**src/rtc_datetime_decode_tz_core_defines.svh**
```systemverilog
// assertion macros for the clock-chip date/time decoder
// used by rtc_datetime_decode_tz_core, no other dependencies
`ifndef RTC_DATETIME_DECODE_TZ_CORE_DEFINES_SVH
`define RTC_DATETIME_DECODE_TZ_CORE_DEFINES_SVH

// same-cycle implication, checked while out of reset
`define RDT_ASSERT_NOW(label, clk, rst, ante, cons, msg) \
   label: assert property (@(posedge clk) disable iff (rst) (ante) |-> (cons)) else $error(msg);

// next-cycle implication, checked while out of reset
`define RDT_ASSERT_NEXT(label, clk, rst, ante, cons, msg) \
   label: assert property (@(posedge clk) disable iff (rst) (ante) |=> (cons)) else $error(msg);

`endif

```
**src/rdt_pkg.sv**
```systemverilog
// shared types, register map and calendar helpers for the date/time decoder
// no dependencies
package rdt_pkg;

   localparam int CSR_ADDR_W = 4;
   localparam int CSR_DATA_W = 32;

   // register indexes (word address bits [3:2])
   localparam logic [1:0] CSR_BINARY_MODE = 2'd0;
   localparam logic [1:0] CSR_HOUR_24     = 2'd1;
   localparam logic [1:0] CSR_TZ_OFFSET   = 2'd2;

   localparam logic       BINARY_MODE_RST = 1'b1;
   localparam logic       HOUR_24_RST     = 1'b1;
   localparam logic [5:0] TZ_OFFSET_RST   = 6'h3B;   // -5

   localparam logic [7:0]  HOUR_NOON   = 8'd12;
   localparam logic [7:0]  HOURS_DAY   = 8'd24;
   localparam logic [7:0]  MONTH_DEC   = 8'd12;
   localparam logic [7:0]  YEAR_2DIGIT = 8'd100;
   localparam logic [15:0] YEAR_BASE   = 16'd2000;
   localparam logic [7:0]  BAD_MONTH_DAYS = 8'd30;

   localparam logic [7:0] MONTH_LEN [12] = '{
      8'd31, 8'd28, 8'd31, 8'd30, 8'd31, 8'd30,
      8'd31, 8'd31, 8'd30, 8'd31, 8'd30, 8'd31
   };

   typedef struct packed {
      logic [7:0] raw_second;
      logic [7:0] raw_minute;
      logic [7:0] raw_hour;
      logic [7:0] raw_day;
      logic [7:0] raw_month;
      logic [7:0] raw_year;
   } req_type;

   typedef struct packed {
      logic [7:0]  second;
      logic [7:0]  minute;
      logic [7:0]  hour;
      logic [7:0]  day;
      logic [7:0]  month;
      logic [15:0] year;
   } rsp_type;

   // high nibble * 10 + low nibble, no digit check, wraps at 8 bits
   function automatic logic [7:0] bcd_byte_decode(input logic [7:0] v);
      logic [7:0] hi;
      hi = {4'b0, v[7:4]};
      return (hi << 3) + (hi << 1) + {4'b0, v[3:0]};
   endfunction

   // leap test on the decoded year byte; the full year is 2000..2099 or 100..255
   // here, so only 100 and 200 are multiples of 100 that fail the 400 rule
   function automatic logic leap_of_byte(input logic [7:0] yb);
      logic div4;
      div4 = (yb[1:0] == 2'b00);
      if (yb < YEAR_2DIGIT) return div4;
      return div4 && (yb != 8'd100) && (yb != 8'd200);
   endfunction

   function automatic logic [7:0] month_days(input logic [7:0] m, input logic leap);
      logic [3:0] idx;
      idx = m[3:0] - 4'd1;
      if (m < 8'd1 || m > MONTH_DEC) return BAD_MONTH_DAYS;
      if (m == 8'd2 && leap) return 8'd29;
      return MONTH_LEN[idx];
   endfunction

endpackage

```
**src/rtc_datetime_decode_tz_core.sv**
```systemverilog
// clock-chip date/time decoder with time-zone shift, top level
// depends on rdt_pkg and rtc_datetime_decode_tz_core_defines.svh
// a request goes to the input stage, then its decoded form to the result register
// throughput: one snapshot per cycle unless stalled, set by the single
// input/result register pair; reset: synchronous, clears both valid flags
// and loads the registers to binary mode, 24-hour mode and an offset of -5 hours
`include "rtc_datetime_decode_tz_core_defines.svh"

module rtc_datetime_decode_tz_core
   import rdt_pkg::*;
(
   input  logic                  clock,
   input  logic                  reset,
   // request channel
   input  logic                  req_valid,
   output logic                  req_stall,
   input  req_type               req_data,
   // result channel
   output logic                  rsp_valid,
   input  logic                  rsp_stall,
   output rsp_type               rsp_data,
   // register port
   input  logic                  csr_psel,
   input  logic                  csr_penable,
   input  logic                  csr_pwrite,
   input  logic [CSR_ADDR_W-1:0] csr_paddr,
   input  logic [CSR_DATA_W-1:0] csr_pwdata,
   output logic [CSR_DATA_W-1:0] csr_prdata,
   output logic                  csr_pready
);

   // configuration registers
   logic       binary_mode_ff, binary_mode_in;
   logic       hour_24_ff, hour_24_in;
   logic [5:0] tz_offset_ff, tz_offset_in;

   // input stage and result stage
   logic    s1_valid_ff, s1_valid_in;
   req_type s1_data_ff, s1_data_in;
   logic    rsp_valid_ff, rsp_valid_in;
   rsp_type rsp_data_ff, rsp_data_in;

   logic req_xfer, s1_move, csr_wr;

   // decode path
   logic [7:0]  sec_bin, min_bin, hr_bin, day_bin, mon_bin, yb_bin;
   logic [7:0]  hr_clk, hr_12;
   logic        pm;
   logic [15:0] year_full;
   logic        leap;
   logic signed [9:0] off_ext, nh;
   logic [7:0]  prev_mon, fwd_len, bwd_len;
   logic [7:0]  hour_out, day_out, mon_out;
   logic [15:0] year_out;

   assign csr_pready = 1'b1;
   assign csr_wr     = csr_psel && csr_penable && csr_pwrite && csr_pready;

   // register writes and reads
   always_comb begin
      binary_mode_in = binary_mode_ff;
      hour_24_in     = hour_24_ff;
      tz_offset_in   = tz_offset_ff;
      csr_prdata     = '0;
      if (csr_wr) begin
         unique case (csr_paddr[3:2])
            CSR_BINARY_MODE: binary_mode_in = csr_pwdata[0];
            CSR_HOUR_24:     hour_24_in     = csr_pwdata[0];
            CSR_TZ_OFFSET:   tz_offset_in   = csr_pwdata[5:0];
            default: ;
         endcase
      end
      unique case (csr_paddr[3:2])
         CSR_BINARY_MODE: csr_prdata = {{(CSR_DATA_W-1){1'b0}}, binary_mode_ff};
         CSR_HOUR_24:     csr_prdata = {{(CSR_DATA_W-1){1'b0}}, hour_24_ff};
         CSR_TZ_OFFSET:   csr_prdata = {{(CSR_DATA_W-6){1'b0}}, tz_offset_ff};
         default:         csr_prdata = '0;
      endcase
   end

   // handshake: result register frees up when empty or taken, input stage
   // follows it, so a new transfer lands every cycle while the output drains
   assign s1_move   = !rsp_valid_ff || !rsp_stall;
   assign req_stall = s1_valid_ff && !s1_move;
   assign req_xfer  = req_valid && !req_stall;
   assign rsp_valid = rsp_valid_ff;
   assign rsp_data  = rsp_data_ff;

   always_comb begin
      s1_valid_in  = s1_valid_ff;
      s1_data_in   = s1_data_ff;
      rsp_valid_in = rsp_valid_ff;
      rsp_data_in  = rsp_data_ff;
      if (s1_move) begin
         rsp_valid_in = s1_valid_ff;
         rsp_data_in  = '{second: sec_bin, minute: min_bin, hour: hour_out,
                          day: day_out, month: mon_out, year: year_out};
         s1_valid_in  = req_xfer;
      end
      // an empty input stage takes a transfer even while the result waits
      if (req_xfer) begin
         s1_valid_in = 1'b1;
         s1_data_in  = req_data;
      end
   end

   // BCD or binary decode; the PM flag is read before any masking
   always_comb begin
      pm = s1_data_ff.raw_hour[7];
      if (binary_mode_ff) begin
         sec_bin = s1_data_ff.raw_second;
         min_bin = s1_data_ff.raw_minute;
         hr_bin  = s1_data_ff.raw_hour;
         day_bin = s1_data_ff.raw_day;
         mon_bin = s1_data_ff.raw_month;
         yb_bin  = s1_data_ff.raw_year;
      end else begin
         sec_bin = bcd_byte_decode(s1_data_ff.raw_second);
         min_bin = bcd_byte_decode(s1_data_ff.raw_minute);
         hr_bin  = bcd_byte_decode({1'b0, s1_data_ff.raw_hour[6:0]});
         day_bin = bcd_byte_decode(s1_data_ff.raw_day);
         mon_bin = bcd_byte_decode(s1_data_ff.raw_month);
         yb_bin  = bcd_byte_decode(s1_data_ff.raw_year);
      end
   end

   // 12-hour to 24-hour: noon and midnight are the special cases
   always_comb begin
      hr_12 = {1'b0, hr_bin[6:0]};
      if (pm) begin
         if (hr_12 != HOUR_NOON) hr_12 = hr_12 + HOUR_NOON;
      end else if (hr_12 == HOUR_NOON) begin
         hr_12 = '0;
      end
      hr_clk = hour_24_ff ? hr_bin : hr_12;
   end

   // two-digit years land in 2000..2099, larger bytes pass as they are
   assign year_full = (yb_bin < YEAR_2DIGIT) ? (YEAR_BASE + {8'b0, yb_bin}) : {8'b0, yb_bin};
   assign leap      = leap_of_byte(yb_bin);

   // month lengths for both roll directions; the previous-year case only
   // ever asks for december, which ignores the leap flag
   assign prev_mon = (mon_bin > 8'd1) ? (mon_bin - 8'd1) : MONTH_DEC;
   assign fwd_len  = month_days(mon_bin, leap);
   assign bwd_len  = month_days(prev_mon, leap);

   assign off_ext = {{4{tz_offset_ff[5]}}, tz_offset_ff};
   assign nh      = $signed({2'b00, hr_clk}) + off_ext;

   // time-zone shift, rolling the date by at most one day
   always_comb begin
      hour_out = hr_clk;
      day_out  = day_bin;
      mon_out  = mon_bin;
      year_out = year_full;
      if (tz_offset_ff != '0) begin
         if (nh < 0) begin
            hour_out = 8'(nh + 10'sd24);
            if (day_bin > 8'd1) begin
               day_out = day_bin - 8'd1;
            end else begin
               mon_out = prev_mon;
               if (mon_bin <= 8'd1) year_out = year_full - 16'd1;
               day_out = bwd_len;
            end
         end else if (nh >= $signed({2'b00, HOURS_DAY})) begin
            hour_out = 8'(nh - 10'sd24);
            if (day_bin < fwd_len) begin
               day_out = day_bin + 8'd1;
            end else begin
               day_out = 8'd1;
               if (mon_bin < MONTH_DEC) begin
                  mon_out = mon_bin + 8'd1;
               end else begin
                  mon_out  = 8'd1;
                  year_out = year_full + 16'd1;
               end
            end
         end else begin
            hour_out = nh[7:0];
         end
      end
   end

   always_ff @(posedge clock) begin
      if (reset) begin
         binary_mode_ff <= BINARY_MODE_RST;
         hour_24_ff     <= HOUR_24_RST;
         tz_offset_ff   <= TZ_OFFSET_RST;
         s1_valid_ff    <= 1'b0;
         rsp_valid_ff   <= 1'b0;
      end else begin
         binary_mode_ff <= binary_mode_in;
         hour_24_ff     <= hour_24_in;
         tz_offset_ff   <= tz_offset_in;
         s1_valid_ff    <= s1_valid_in;
         rsp_valid_ff   <= rsp_valid_in;
      end
   end

   always_ff @(posedge clock) begin
      s1_data_ff  <= s1_data_in;
      rsp_data_ff <= rsp_data_in;
   end

   `RDT_ASSERT_NOW(a_stall_needs_item, clock, reset, req_stall, s1_valid_ff,
      "request stalled with an empty input stage")
   `RDT_ASSERT_NEXT(a_xfer_fills_stage, clock, reset, req_valid && !req_stall, s1_valid_ff,
      "request transfer did not reach the input stage")
   `RDT_ASSERT_NOW(a_month_stays_valid, clock, reset,
      s1_valid_ff && mon_bin >= 8'd1 && mon_bin <= MONTH_DEC,
      mon_out >= 8'd1 && mon_out <= MONTH_DEC, "valid month rolled out of range")
   `RDT_ASSERT_NOW(a_zero_offset_passes, clock, reset, s1_valid_ff && tz_offset_ff == '0,
      hour_out == hr_clk && day_out == day_bin && year_out == year_full,
      "zero offset changed the date or time")

endmodule

```
**config.mk**
```make
export PLATFORM = sky130hd
export DESIGN_NAME = rtc_datetime_decode_tz_core
export DESIGN_NICKNAME = d
export VERILOG_FILES = /design/src/rdt_pkg.sv /design/src/rtc_datetime_decode_tz_core.sv
export VERILOG_INCLUDE_DIRS = /design/src /design/src/src
export SDC_FILE = /design/constraint.sdc
export NUM_CORES = 1
export LEC_CHECK = 0
export BUFFER_PORTS_ARGS = -buffer_cell sky130_fd_sc_hd__buf_2
export CAP_MARGIN = 40
export CELL_PAD_IN_SITES_DETAIL_PLACEMENT = 1
export CELL_PAD_IN_SITES_GLOBAL_PLACEMENT = 1
export CORE_MARGIN = 3
export CORE_UTILIZATION = 39
export DETAILED_ROUTE_END_ITERATION = 10
export PLACE_DENSITY = 0.81
export SYNTH_ARGS = -nofsm -noshare
export SYNTH_HDL_FRONTEND = slang
export SYNTH_SLANG_ARGS = --single-unit
```
**constraint.sdc**
```tcl
create_clock -name clock -period 6.8 [get_ports clock]
set_input_delay 1.36 -clock clock [delete_from_list [all_inputs] [get_ports clock]]
set_output_delay 1.36 -clock clock [all_outputs]
set_load 0.005 [all_outputs]
```
# Word level (Yosys, flattened, before mapping)
# Memories as Yosys holds them, arrays and structs flattened.
# Cells that the tools add are included.
# classes
addsub,25
mul,0
n_div,0
magnitude_cmp,14
n_eq_ne,8
shift,0
muxes,57
bitwise_logic,2
reduce_logical,22
# ops
op,count
two-way mux 8 bit,36
two-way mux 16 bit,4
adder 7 x 5 -> 8 bit,5
adder 8 x 4 -> 8 bit,5
two-way mux 13 bit,3
one-hot mux 6 bit (3 select lines),1
"adder 8 x 1 -> 8 bit, second input constant",2
"equality test 8 x 2 -> 1 bit, second input constant",2
"> comparator 8 x 1 -> 1 bit, second input constant",2
"> comparator 8 x 4 -> 1 bit, second input constant",2
"less-than comparator 8 x 1 -> 1 bit, second input constant",2
"subtractor 8 x 1 -> 8 bit, second input constant",2
"adder 12 x 1 -> 13 bit, second input constant",1
"subtractor 12 x 1 -> 13 bit, second input constant",1
"adder 11 x 8 -> 12 bit, first input constant",1
two-way mux 12 bit,1
two-way mux 1 bit,11
adder 9 x 6 -> 10 bit,1
">= comparator 10 x 6 -> 1 bit, second input constant",1
">= comparator 5 bit, second input constant",2
"less-than comparator 10 x 1 -> 1 bit, second input constant",1
inverter 4 -> 5 bit,2
adder 7 x 4 -> 8 bit,1
"adder 7 x 4 -> 8 bit, second input constant",1
22 further kinds,38
# word_totals
ff_bits,114
latch_bits,0
ramBits,0
romBits,256
input_bits,91
output_inout_bits,91
wordCells,147
n_memories,2
# mem_list
name,depth,width,read_ports,rd_clocked_by_memory_dff,wr,line,source
(name not given),16,8,1,0,0,rdt_pkg.sv:68,return MONTH_LEN[idx];
(name not given),16,8,1,0,0,rdt_pkg.sv:68,

# Logic depth before layout (Yosys ltp)
# Gate-level depths: netlist of the first run.
# logic_depth
word_depth,17
mapped_depth,24
mapped_depth_nobuf,22

# Least setup slack after synthesis of the first run
# No wires, ideal clock.
# synth_timing
kind,reg-to-reg
startpoint,register s1_data_ff[28] (netlist bit)
endpoint,"register rsp_data_ff, in the netlist rsp_data[23] (data pin)"
setup_time_ns,0.255
arrival_time_ns,4.977
required_ns,6.545
slack_ns,1.567
path_stages_with_launch,22
path_buffers,0
synth_period_minus_slack_ns,5.233
path_cell_list,edfxtp_1 -> inv_1 -> fa_1 -> inv_1 -> fa_1 -> mux2_2 -> ha_1 -> nor3b_1 -> nand4_1 -> ha_1 -> mux2i_1 -> o21ai_0 -> ha_1 -> and3_1 -> a22o_1 -> a211oi_1 -> a31oi_1 -> o311a_1 -> o22ai_2 -> nor3_1 -> a311o_1 -> and3_1
# synth_between
elab_chain_cells,12
elab_cells_between_ends,16
classes_between,add/sub (4); order compare (2); eq/ne (2); mux (8)
# synth_lines
element,line,source
"start, declared",rtc_datetime_decode_tz_core.sv:39,"req_type s1_data_ff, s1_data_in;"
"start signal, assigned",rtc_datetime_decode_tz_core.sv:203,s1_data_ff <= s1_data_in;
adder 6 x 4 -> 7 bit,rdt_pkg.sv:51,"return (hi << 3) + (hi << 1) + {4'b0, v[3:0]};"
adder 7 x 4 -> 8 bit,rdt_pkg.sv:51,
two-way mux 8 bit *,rtc_datetime_decode_tz_core.sv:110,if (binary_mode_ff) begin
"adder 7 x 4 -> 8 bit, or another cell as far along",rtc_datetime_decode_tz_core.sv:131,if (hr_12 != HOUR_NOON) hr_12 = hr_12 + HOUR_NOON;
two-way mux 8 bit or two-way mux 7 bit (tied branches),"rtc_datetime_decode_tz_core.sv:131, rtc_datetime_decode_tz_core.sv:132",
two-way mux 8 bit,rtc_datetime_decode_tz_core.sv:130,if (pm) begin
two-way mux 8 bit *,rtc_datetime_decode_tz_core.sv:135,hr_clk = hour_24_ff ? hr_bin : hr_12;
adder 9 x 6 -> 10 bit *,rtc_datetime_decode_tz_core.sv:149,"assign nh = $signed({2'b00, hr_clk}) + off_ext;"
>= comparator 10 x 6 -> 1 bit,rtc_datetime_decode_tz_core.sv:167,"end else if (nh >= $signed({2'b00, HOURS_DAY})) begin"
two-way mux 8 bit,rtc_datetime_decode_tz_core.sv:167,
two-way mux 8 bit *,rtc_datetime_decode_tz_core.sv:158,if (nh < 0) begin
two-way mux 8 bit *,rtc_datetime_decode_tz_core.sv:157,if (tz_offset_ff != '0) begin
net mon_out[7],rtc_datetime_decode_tz_core.sv:53,"logic [7:0] hour_out, day_out, mon_out;"
"end signal, assigned",rtc_datetime_decode_tz_core.sv:204,rsp_data_ff <= rsp_data_in;
"end, declared",rtc_datetime_decode_tz_core.sv:41,"rsp_type rsp_data_ff, rsp_data_in;"
# Mark *: on every way through the listed nets, which the timed path passes. The rest lies on a longest branch.
# A chain may end at the register's enable or synchronous reset.

# Worst setup path after layout of the first run
# layout_timing
startpoint,register s1_data_ff[28] (netlist bit)
endpoint,"register rsp_data_ff, in the netlist rsp_data[27] (data pin)"
# layout_between
elab_chain_cells,12
elab_cells_between_ends,16
classes_between,add/sub (4); order compare (2); eq/ne (2); mux (8)
# layout_lines
element,line
adder 6 x 4 -> 7 bit,rdt_pkg.sv:51
adder 7 x 4 -> 8 bit,rdt_pkg.sv:51
two-way mux 8 bit *,rtc_datetime_decode_tz_core.sv:110
"adder 7 x 4 -> 8 bit, or another cell as far along",rtc_datetime_decode_tz_core.sv:131
two-way mux 8 bit or two-way mux 7 bit (tied branches),"rtc_datetime_decode_tz_core.sv:131, rtc_datetime_decode_tz_core.sv:132"
two-way mux 8 bit,rtc_datetime_decode_tz_core.sv:130
two-way mux 8 bit *,rtc_datetime_decode_tz_core.sv:135
adder 9 x 6 -> 10 bit *,rtc_datetime_decode_tz_core.sv:149
>= comparator 10 x 6 -> 1 bit,rtc_datetime_decode_tz_core.sv:167
two-way mux 8 bit,rtc_datetime_decode_tz_core.sv:167
two-way mux 8 bit *,rtc_datetime_decode_tz_core.sv:158
two-way mux 8 bit *,rtc_datetime_decode_tz_core.sv:157
net day_out[3],rtc_datetime_decode_tz_core.sv:53
# Marked as above.

==> results.json, run 1 <==
{
  "hp-class": "reg2reg",
  "finalWirelength_um": 23300,
  "clock_tree.root_cell": "clkbuf_16",
  "die_h_um": 154.5,
  "start_util": 0.4026,
  "hold_viol": 0,
  "dominantRegCellSynth": "edfxtp_1",
  "clockBufferDepth": 2,
  "cts_resized": 0,
  "ant_nets": 0,
  "cts_buffers": 9,
  "whs_ps": 433.0,
  "grt_pass1_vias": 7256,
  "fin_crit_ps": 6241,
  "status": "complete, no violations",
  "postLayoutCellArea_sq_um": 9689,
  "drc": 0,
  "path_class": "reg2reg",
  "die_area_sq_um": 23860,
  "globalplace.congestion": 0.8592,
  "power.density_nw_per_um2": 207.5,
  "vdd.ir_drop.worst_mv": 0.1163,
  "routedWlPerCell_um": 18.47,
  "core_sq_um": 21350,
  "grt.met1_usage": 0.2570,
  "slew_violations": 0,
  "io_buffers": 126,
  "final_common_cell": "buf_2",
  "rsz0062_at_grt": "no",
  "diodes": 0,
  "grt_remaining_overflow": 0,
  "fin_crit_sh": 0.9177,
  "synth-seq-cells": 112,
  "clkTransAtPathRegs_ps": 90,
  "fin_util": 0.4538,
  "crit_required_ps": 6920,
  "total_power_mw": 2.010,
  "globalRouteMet3Util": 0.02798,
  "nets": 1153,
  "die_w_um": 154.5,
  "path_max_fanout": 18,
  "synth_edf_count": 102,
  "synth-seq-area-share": 0.3796,
  "crit_path_start_kind": "register",
  "antenna_found_initial": 0,
  "syn_avg_cell_area_sq_um": 9.846,
  "cpMaxStageDelayCell": "nor4b_1",
  "clk_latency_ps": 370,
  "placementRows": 53,
  "vias_per_cell": 5.653,
  "tns_ps": 0,
  "grt_start_max_net_pins": 54,
  "post-cts-setup-buffers": 0,
  "max_cap_viol_count": 0,
  "crit_arrival_ps": 6370,
  "drt_iter0_markers": 342,
  "drive_gt1_frac": 0.1957,
  "grt.total_usage": 0.1927,
  "ys_types": 84,
  "maxSlewHeadroom": 0.3771,
  "hpwl_um": 17890,
  "dr_total_vias": 7129,
  "netlist_area_sq_um": 8596,
  "syn_to_final_growth_pct": 12.72,
  "cts_num_sinks": 112,
  "worstMarginPinSlew_ps": 934.4,
  "cts_tree": "built",
  "netlist_instances": 873,
  "grt_util_met2": 0.3309,
  "first_pass_iters": 5,
  "slowest_delay_ps": 680,
  "total_leakage_power_nw": 4.098,
  "htree_levels": 3,
  "async_flop_share": 0,
  "fmax_ghz": 0.1602,
  "setup_viol": 0,
  "yosysWarnings": 0,
  "top_usage_layer": "met2",
  "cp_cell_sequence": "inv_1, fa_1, inv_1, ha_1, a21o_1, a21oi_1, xnor2_1, mux2i_1, nand4_1, ha_1, mux2i_1, o21ai_0, ha_1, o21ai_0, o21ai_0, o211a_1, o21ai_0, nand2b_1, nor4b_1, a21oi_1, a21oi_1, nand3_1",
  "ctsHoldBuffers": 0,
  "clock_skew_ps": 16.13,
  "num_io_pins": 182,
  "r2r_setup_slack_ps": 560,
  "cp_common_cell": "o21ai_0",
  "grt_pass1_wl_um": 37610,
  "cp-end-kind": "register",
  "layout_common_cells": "buf_2 (127), edfxtp_1 (102), nand2_1 (69)",
  "placed_cell_area_sq_um": 9368
}
==> cell type report <==
cell class / instances / area (sq um)
Clock inverter: 7 / 96.34
Fill cell: 2465 / 11660
Timing Repair Buffer: 135 / 695.7
Sequential cell: 112 / 3264
Tap cell: 275 / 344.1
Inverter: 36 / 135.1
Clock buffer: 9 / 225.2
Multi-Input combinational cell: 687 / 4928
==> where the power goes <==
group	leakage (nW)	internal (mW)	total [mW]	switching [mW]
Combinational	2.81	0.234	0.555	0.321
Clock	0.156	0.272	0.574	0.301
Sequential	1.13	0.842	0.882	0.0395
Total	4.10	1.35	2.01	0.662
==> worst max-delay path: cells and delay by family (launching register included) <==
kind                     cells  cell delay (ps)
flip-flops                   1              400
XOR/XNOR                     1               80
AO/OA/AOI/OAI                9             1780
multiplexers                 2              410
AND/OR/NAND/NOR              4             1650
buffers and inverters        2              150
adder cells (fa/ha/maj)      4             1530
==> sequential cells by signal (all words and copies together) (netlist names) <==
register and cells:
rsp_valid 1, s1_valid_ff 1, tz_offset_ff 6, binary_mode_ff 1
pm 1, rsp_data 54, hour_24_ff 1, s1_data_ff 47
==> kinds of logic after synthesis <==
logic type / synth area share
other: 0.0008737
AOI/OAI and AO/OA: 0.1728
adders and majority gates: 0.1293
DFF: 0.3796
and+or+nand+nor: 0.1710
muxes: 0.04658
xor gates and xnor gates: 0.04076
buffers and inverters: 0.05910
==> cells in the mapped netlist, types with 4 or more instances <==
master	n	area [sq um]
o211a_1	4	40.04
o221ai_1	4	35.03
mux2i_1	15	150.1
nor3b_1	8	60.06
o31ai_1	6	45.04
o21ai_0	50	250.2
nand2_1	70	262.8
o22ai_1	8	50.05
and3b_1	6	52.55
or2_2	5	31.28
fa_1	13	260.3
a21oi_1	50	250.2
nor3_1	32	160.2
o21ai_1	4	20.02
nor2b_1	19	118.9
a21o_1	13	97.59
and3_1	11	68.82
a211oi_1	6	45.04
o211ai_1	6	45.04
nor2_1	55	206.5
nand4_1	10	62.56
inv_1	35	131.4
buf_2	4	20.02
or3_1	6	37.54
clkbuf_1	24	90.09
buf_4	29	217.7
dfxtp_1	10	200.2
a31oi_1	10	62.56
a211o_1	9	78.83
edfxtp_1	102	3063
o31a_1	7	61.31
xnor2_1	28	245.2
mux2_2	19	214.0
xor2_1	12	105.1
nand2b_1	7	43.79
o21a_1	5	37.54
and2_1	11	68.82
nand3_1	21	105.1
ha_1	68	850.8
==> metal layers <==
layer	vias to the layer above	routed length, um
met4	0	322
li1	3414	-
met2	186	11560
met1	3509	10300
met3	20	1112
met5	-	0
==> stage by stage <==
step                      worst slack, ps  std cells
after floorplan                      1567        898
after global placement              752.6       1244
after detailed placement            645.4       1245
after CTS                           624.3       1261
after global routing                32.71       1261
final                               559.4       1261
==> worst paths after layout <==
check                                end  depth (start not counted)                     start
hold / removal    rsp_data[40]$_DFFE_PP_                          0  s1_data_ff[32]$_DFFE_PP_
setup / recovery  rsp_data[27]$_DFFE_PP_                         22  s1_data_ff[28]$_DFFE_PP_
hold reg to reg   rsp_data[40]$_DFFE_PP_                          0  s1_data_ff[32]$_DFFE_PP_
setup reg to reg  rsp_data[27]$_DFFE_PP_                         22  s1_data_ff[28]$_DFFE_PP_
No activity file was read; power rests on OpenSTA's default activity.
==> run 2: changes to the inputs <==
CORE_UTILIZATION = 43   (was 39)
PLACE_DENSITY = 0.88   (was 0.81)
==> results.json, run 2 (same netlist as run 1, synthesis figures left out) <==
{
  "power.density_nw_per_um2": 203.7,
  "drc": 0,
  "routedWlPerCell_um": 18.38,
  "total_leakage_power_nw": 4.084,
  "cp_cell_sequence": "inv_1, fa_1, inv_1, fa_1, mux2_2, ha_1, nor3b_1, nand4_1, ha_1, mux2i_1, o21ai_0, ha_1, a211oi_1, o21ai_0, xnor2_1, a31oi_1, o311a_1, o22ai_4, nor4b_2, nand2_1, a211o_1",
  "cp-end-kind": "register",
  "slew_violations": 0,
  "crit_buf_inv": 2,
  "largest_register_ffs": 54,
  "ant_nets": 0,
  "cpMaxStageDelayCell": "fa_1",
  "setup_viol": 0,
  "hpwl_um": 17430,
  "die_h_um": 147.4,
  "cp_common_cell": "ha_1",
  "n_fill_cell": 2294,
  "whs_ps": 423.2,
  "slowest_delay_ps": 530,
  "placementRows": 51,
  "hold_viol": 0,
  "first_pass_iters": 4,
  "nets": 1153,
  "path_class": "reg2reg",
  "crit_family": "compound AO/OA/AOI/OAI gates",
  "worstMarginPinSlew_ps": 921.1,
  "clockBufferDepth": 2,
  "drive_gt1_frac": 0.1947,
  "grt.total_usage": 0.2132,
  "finalWirelength_um": 23020,
  "crit_path_start_kind": "register",
  "crit_arrival_ps": 6260,
  "dp.cells": 1235,
  "clk_latency_ps": 370,
  "clock_tree.root_cell": "clkbuf_16",
  "clkTransAtPathRegs_ps": 80,
  "tns_ps": 0,
  "grt_start_max_net_pins": 56,
  "ctsHoldBuffers": 0,
  "cts_tree": "built",
  "antenna_found_initial": 1,
  "total_power_mw": 1.966,
  "htree_levels": 3,
  "fin_crit_sh": 0.9041,
  "layout_common_cells": "buf_2 (127), edfxtp_1 (102), nand2_1 (69)",
  "clock_skew_ps": 14.56,
  "vdd.ir_drop.worst_mv": 0.1348,
  "grt_pass1_wl_um": 37780,
  "cts_buffers": 9,
  "grt_pass1_vias": 7388,
  "status": "complete, no violations",
  "vias_per_cell": 5.676,
  "io_buffers": 126,
  "max_cap_viol_count": 0,
  "cts_num_sinks": 112,
  "path_max_fanout": 13,
  "hp-class": "reg2reg",
  "start_util": 0.4402,
  "final_common_cell": "buf_2",
  "rsz0062_at_grt": "no",
  "globalplace.congestion": 0.8458,
  "maxSlewHeadroom": 0.3859,
  "die_area_sq_um": 21720,
  "fin_cells": 1252,
  "fmax_ghz": 0.1627,
  "drt_iter0_markers": 280,
  "syn_to_final_growth_pct": 12.31,
  "num_io_pins": 182,
  "crit_required_ps": 6910,
  "die_w_um": 147.4,
  "core_sq_um": 19530,
  "dr_total_vias": 7106,
  "fin_crit_ps": 6148,
  "grt_remaining_overflow": 0
}
[run 2: changes by cell type in the layout (fill, tap and decap cells not counted), sizes merged]
cell | before | now
clkbuf | 9 | 10
diode | 0 | 1
inv | 41 | 40
[run 2: layer usage]
| layer | vias up | wire length [um] | track usage |
|---|---|---|---|
| li1 | 3409 | - | - |
| met1 | 3509 | 9951 | 0.2670 |
| met2 | 167 | 11880 | 0.3887 |
| met3 | 21 | 893 | 0.03127 |
| met4 | 0 | 293 | 0.05126 |
| met5 | - | 0 | 0 |
[run 2: power by group]
part / switching (mW) / internal, mW
sequential: 0.0375 / 0.842
clock: 0.270 / 0.259
combinational: 0.323 / 0.236
[run 2: area by class of cell]
class,instances,area (sq um),share of cell area
multi-input combinational,687,4936,0.5113
inverter,36,135.1,0.01400
timing repair buffer,135,695.7,0.07206
tap,265,331.6,0.03434
antenna,1,2.502,0.0002592
sequential,112,3264,0.3381
clock inverter,6,60.06,0.006221
clock buffer,10,229.0,0.02372
[run 2: worst paths after layout]
path | from | to | slack (ps) | depth (start not counted)
worst min-delay path | s1_data_ff[32]$_DFFE_PP_ | rsp_data[40]$_DFFE_PP_ | 420 | 0
worst max-delay path | s1_data_ff[30]$_DFFE_PP_ | rsp_data[8]$_DFFE_PP_ | 650 | 21
worst max register to register | s1_data_ff[30]$_DFFE_PP_ | rsp_data[8]$_DFFE_PP_ | 650 | 21
worst min register to register | s1_data_ff[32]$_DFFE_PP_ | rsp_data[40]$_DFFE_PP_ | 420 | 0
[run 2: per-stage QoR]
stage,setup slack (ps),util,area (sq um)
final,652.3,0.4944,9654
after CTS,494.1,0.4939,9644
after global routing,24.27,0.4944,9654
after detailed placement,567.1,0.4791,9355
after floorplan,1567,-,8690
after global placement,762.8,0.4789,9350
[run 2: repair_timing]
action / 4_1_cts / 5_1_grt
endpoints found under the setup margin: 0 / 1
gates resized for setup: 0 / 1
setup buffers: 0 / 0
==> run 3: changes to the inputs <==
ABC_AREA = 1   (was unset)
CORE_UTILIZATION = 42   (was 43)
CTS_BUF_LIST = sky130_fd_sc_hd__clkbuf_2 sky130_fd_sc_hd__clkbuf_4 sky130_fd_sc_hd__clkbuf_8   (was unset)
PLACE_DENSITY = 0.89   (was 0.88)
==> results.json, run 3 <==
{
  "tns_ps": 0,
  "grt_start_max_net_pins": 57,
  "final-seq-area_sq_um": 3264,
  "cts_buffers": 9,
  "post-cts-setup-buffers": 0,
  "intPower_mw": 1.202,
  "vias_per_cell": 5.290,
  "dr_total_vias": 7210,
  "io_buffers": 126,
  "max_cap_viol_count": 0,
  "synth_most_common_cell": "nand2_1",
  "hold_depth": 0,
  "synth_top_area_cell": "edfxtp_1",
  "drt_iter0_markers": 337,
  "syn_to_final_growth_pct": 12.14,
  "synth_area_leaders": "edfxtp_1 (37%), ha_1 (10%), nand2_1 (9.5%)",
  "clockBufferDepth": 2,
  "start_util": 0.4369,
  "path_class": "reg2reg",
  "r2r_start": "s1_data_ff[28]$_DFFE_PP_",
  "antenna_found_initial": 4,
  "combPwrFrac": 0.292,
  "fmax_ghz": 0.1600,
  "netlist.area_leader.share": 0.3675,
  "fin_crit_ps": 6252,
  "total_leakage_power_nw": 4.468,
  "endpoint": "rsp_data[21]$_DFFE_PP_",
  "ctsHoldBuffers": 0,
  "clkTransAtPathRegs_ps": 140,
  "globalplace.congestion": 0.8750,
  "clock_skew_ps": 22.08,
  "placementRows": 50,
  "fin_crit_sh": 0.9194,
  "grt_pass1_vias": 7682,
  "routedWlPerCell_um": 16.85,
  "drc": 0,
  "cts_tree": "built",
  "crit_required_ps": 6940,
  "clkPwrFrac": 0.239,
  "swShare": 0.3585,
  "cts_resized": 0,
  "ant_nets": 0,
  "synth_edf_count": 102,
  "netlist_instances": 977,
  "cp_common_cell": "inv_1",
  "total_power_mw": 1.874,
  "largest_register_ffs": 54,
  "slew_violations": 0,
  "rsz0062_at_grt": "no",
  "slowest_delay_ps": 540,
  "vdd.ir_drop.worst_mv": 0.1110,
  "final_common_cell": "nand2_1",
  "r2r_end": "rsp_data[21]$_DFFE_PP_",
  "ys_types": 59,
  "cts_num_sinks": 112,
  "path_max_fanout": 15,
  "clock_tree.root_cell": "clkbuf_8",
  "power.density_nw_per_um2": 200.4,
  "first_pass_iters": 5,
  "cp-end-kind": "register",
  "hpwl_um": 17790,
  "grt.total_usage": 0.2117,
  "finalWirelength_um": 22960,
  "power_frac_seq": 0.468,
  "async_flop_share": 0,
  "setup_viol": 0,
  "r2r_setup_slack_ps": 550,
  "yosys-top-cells-count": "nand2_1 (212), inv_1 (122), edfxtp_1 (102)",
  "cp-startpoint": "s1_data_ff[28]$_DFFE_PP_",
  "crit_arrival_ps": 6400,
  "netlist_area_sq_um": 8335,
  "yosysWarnings": 0,
  "switching_power_uw": 671.7,
  "multiInputGateArea_sq_um": 4322,
  "reg2regPathDepth": 26,
  "maxSlewHeadroom": 0.4445,
  "synth-seq-cells": 112,
  "num_io_pins": 182,
  "crit_path_start_kind": "register",
  "layout_common_cells": "nand2_1 (211), buf_2 (126), inv_1 (121)",
  "dominantRegCellSynth": "edfxtp_1",
  "core_sq_um": 19080,
  "die_area_sq_um": 21570,
  "cpMaxStageDelayCell": "fa_1",
  "hp-class": "reg2reg",
  "status": "complete, no violations",
  "grt_remaining_overflow": 0,
  "syn_avg_cell_area_sq_um": 8.532,
  "nets": 1267,
  "htree_levels": 3,
  "grt_pass1_wl_um": 37030,
  "drive_gt1_frac": 0.1855,
  "die_w_um": 146.9,
  "clk_latency_ps": 420,
  "synth-seq-area-share": 0.3915,
  "n_fill_cell": 2364,
  "hold_viol": 0,
  "die_h_um": 146.9,
  "worstMarginPinSlew_ps": 824.5
}
-- run 3: cells by family after synthesis --
kind of cell | share of synthesized area
AND/OR/NAND/NOR | 0.2231
other | 0.0009010
buffers and inverters | 0.1016
XOR/XNOR | 0.02732
flip-flops | 0.3915
adder cells (fa/ha/maj) | 0.1333
AO/OA/AOI/OAI | 0.1223
-- run 3: metrics by stage --
step                  util  worst slack, ps  hold slack (ps)  cell area (sq um)  std cells
floorplan                -             1759            400.3               8429       1002
global placement    0.4768            868.7            402.4               9097       1343
detailed placement  0.4778            591.4            419.0               9117       1344
CTS                 0.4895            552.0            449.1               9340       1360
global route        0.4898            12.59            458.3               9345       1362
finish              0.4899            548.3            449.4               9348       1363
-- run 3: power by group through the flow --
stage	combinational, mW	sequential [mW]	clock, mW
floorplan	0.359	0.892	0
global placement	0.513	0.891	0
detailed placement	0.546	0.894	0
CTS	0.551	0.879	0.455
global route	0.623	0.887	0.486
finish	0.548	0.878	0.448
-- run 3: metal layers --
layer	vias up	GRT usage	part of all wire
li1	3492	-	-
met1	3502	0.2329	0.39
met2	166	0.4017	0.53
met3	46	0.03455	0.043
met4	4	0.08702	0.029
met5	-	0	0.00096
-- run 3: how the worst min path moves through the flow --
stage                                   startpoint                      to  slack, ps
final                     s1_data_ff[32]$_DFFE_PP_  rsp_data[40]$_DFFE_PP_        450
after global routing      s1_data_ff[32]$_DFFE_PP_  rsp_data[40]$_DFFE_PP_        460
after CTS                 s1_data_ff[32]$_DFFE_PP_  rsp_data[40]$_DFFE_PP_        450
after detailed placement  s1_data_ff[32]$_DFFE_PP_  rsp_data[40]$_DFFE_PP_        420
after global placement    s1_data_ff[40]$_DFFE_PP_  rsp_data[48]$_DFFE_PP_        400
after floorplan           s1_data_ff[32]$_DFFE_PP_  rsp_data[40]$_DFFE_PP_        400
-- run 3: critical path: cells and delay by family, from the launching register on --
family	cells	cell delay, ps
simple gates	5	660
compound gates	10	2290
flops	1	440
fa+ha+maj	5	1910
buf+inv	6	680
-- run 3: layout make-up --
type                       instances  area share
inverter                         134     0.05461
tap                              260     0.03480
antenna                            3   0.0008031
clock buffer                       9     0.01325
multi-input combinational        705      0.4623
clock inverter                     7     0.01057
timing repair buffer             133     0.07442
sequential                       112      0.3492
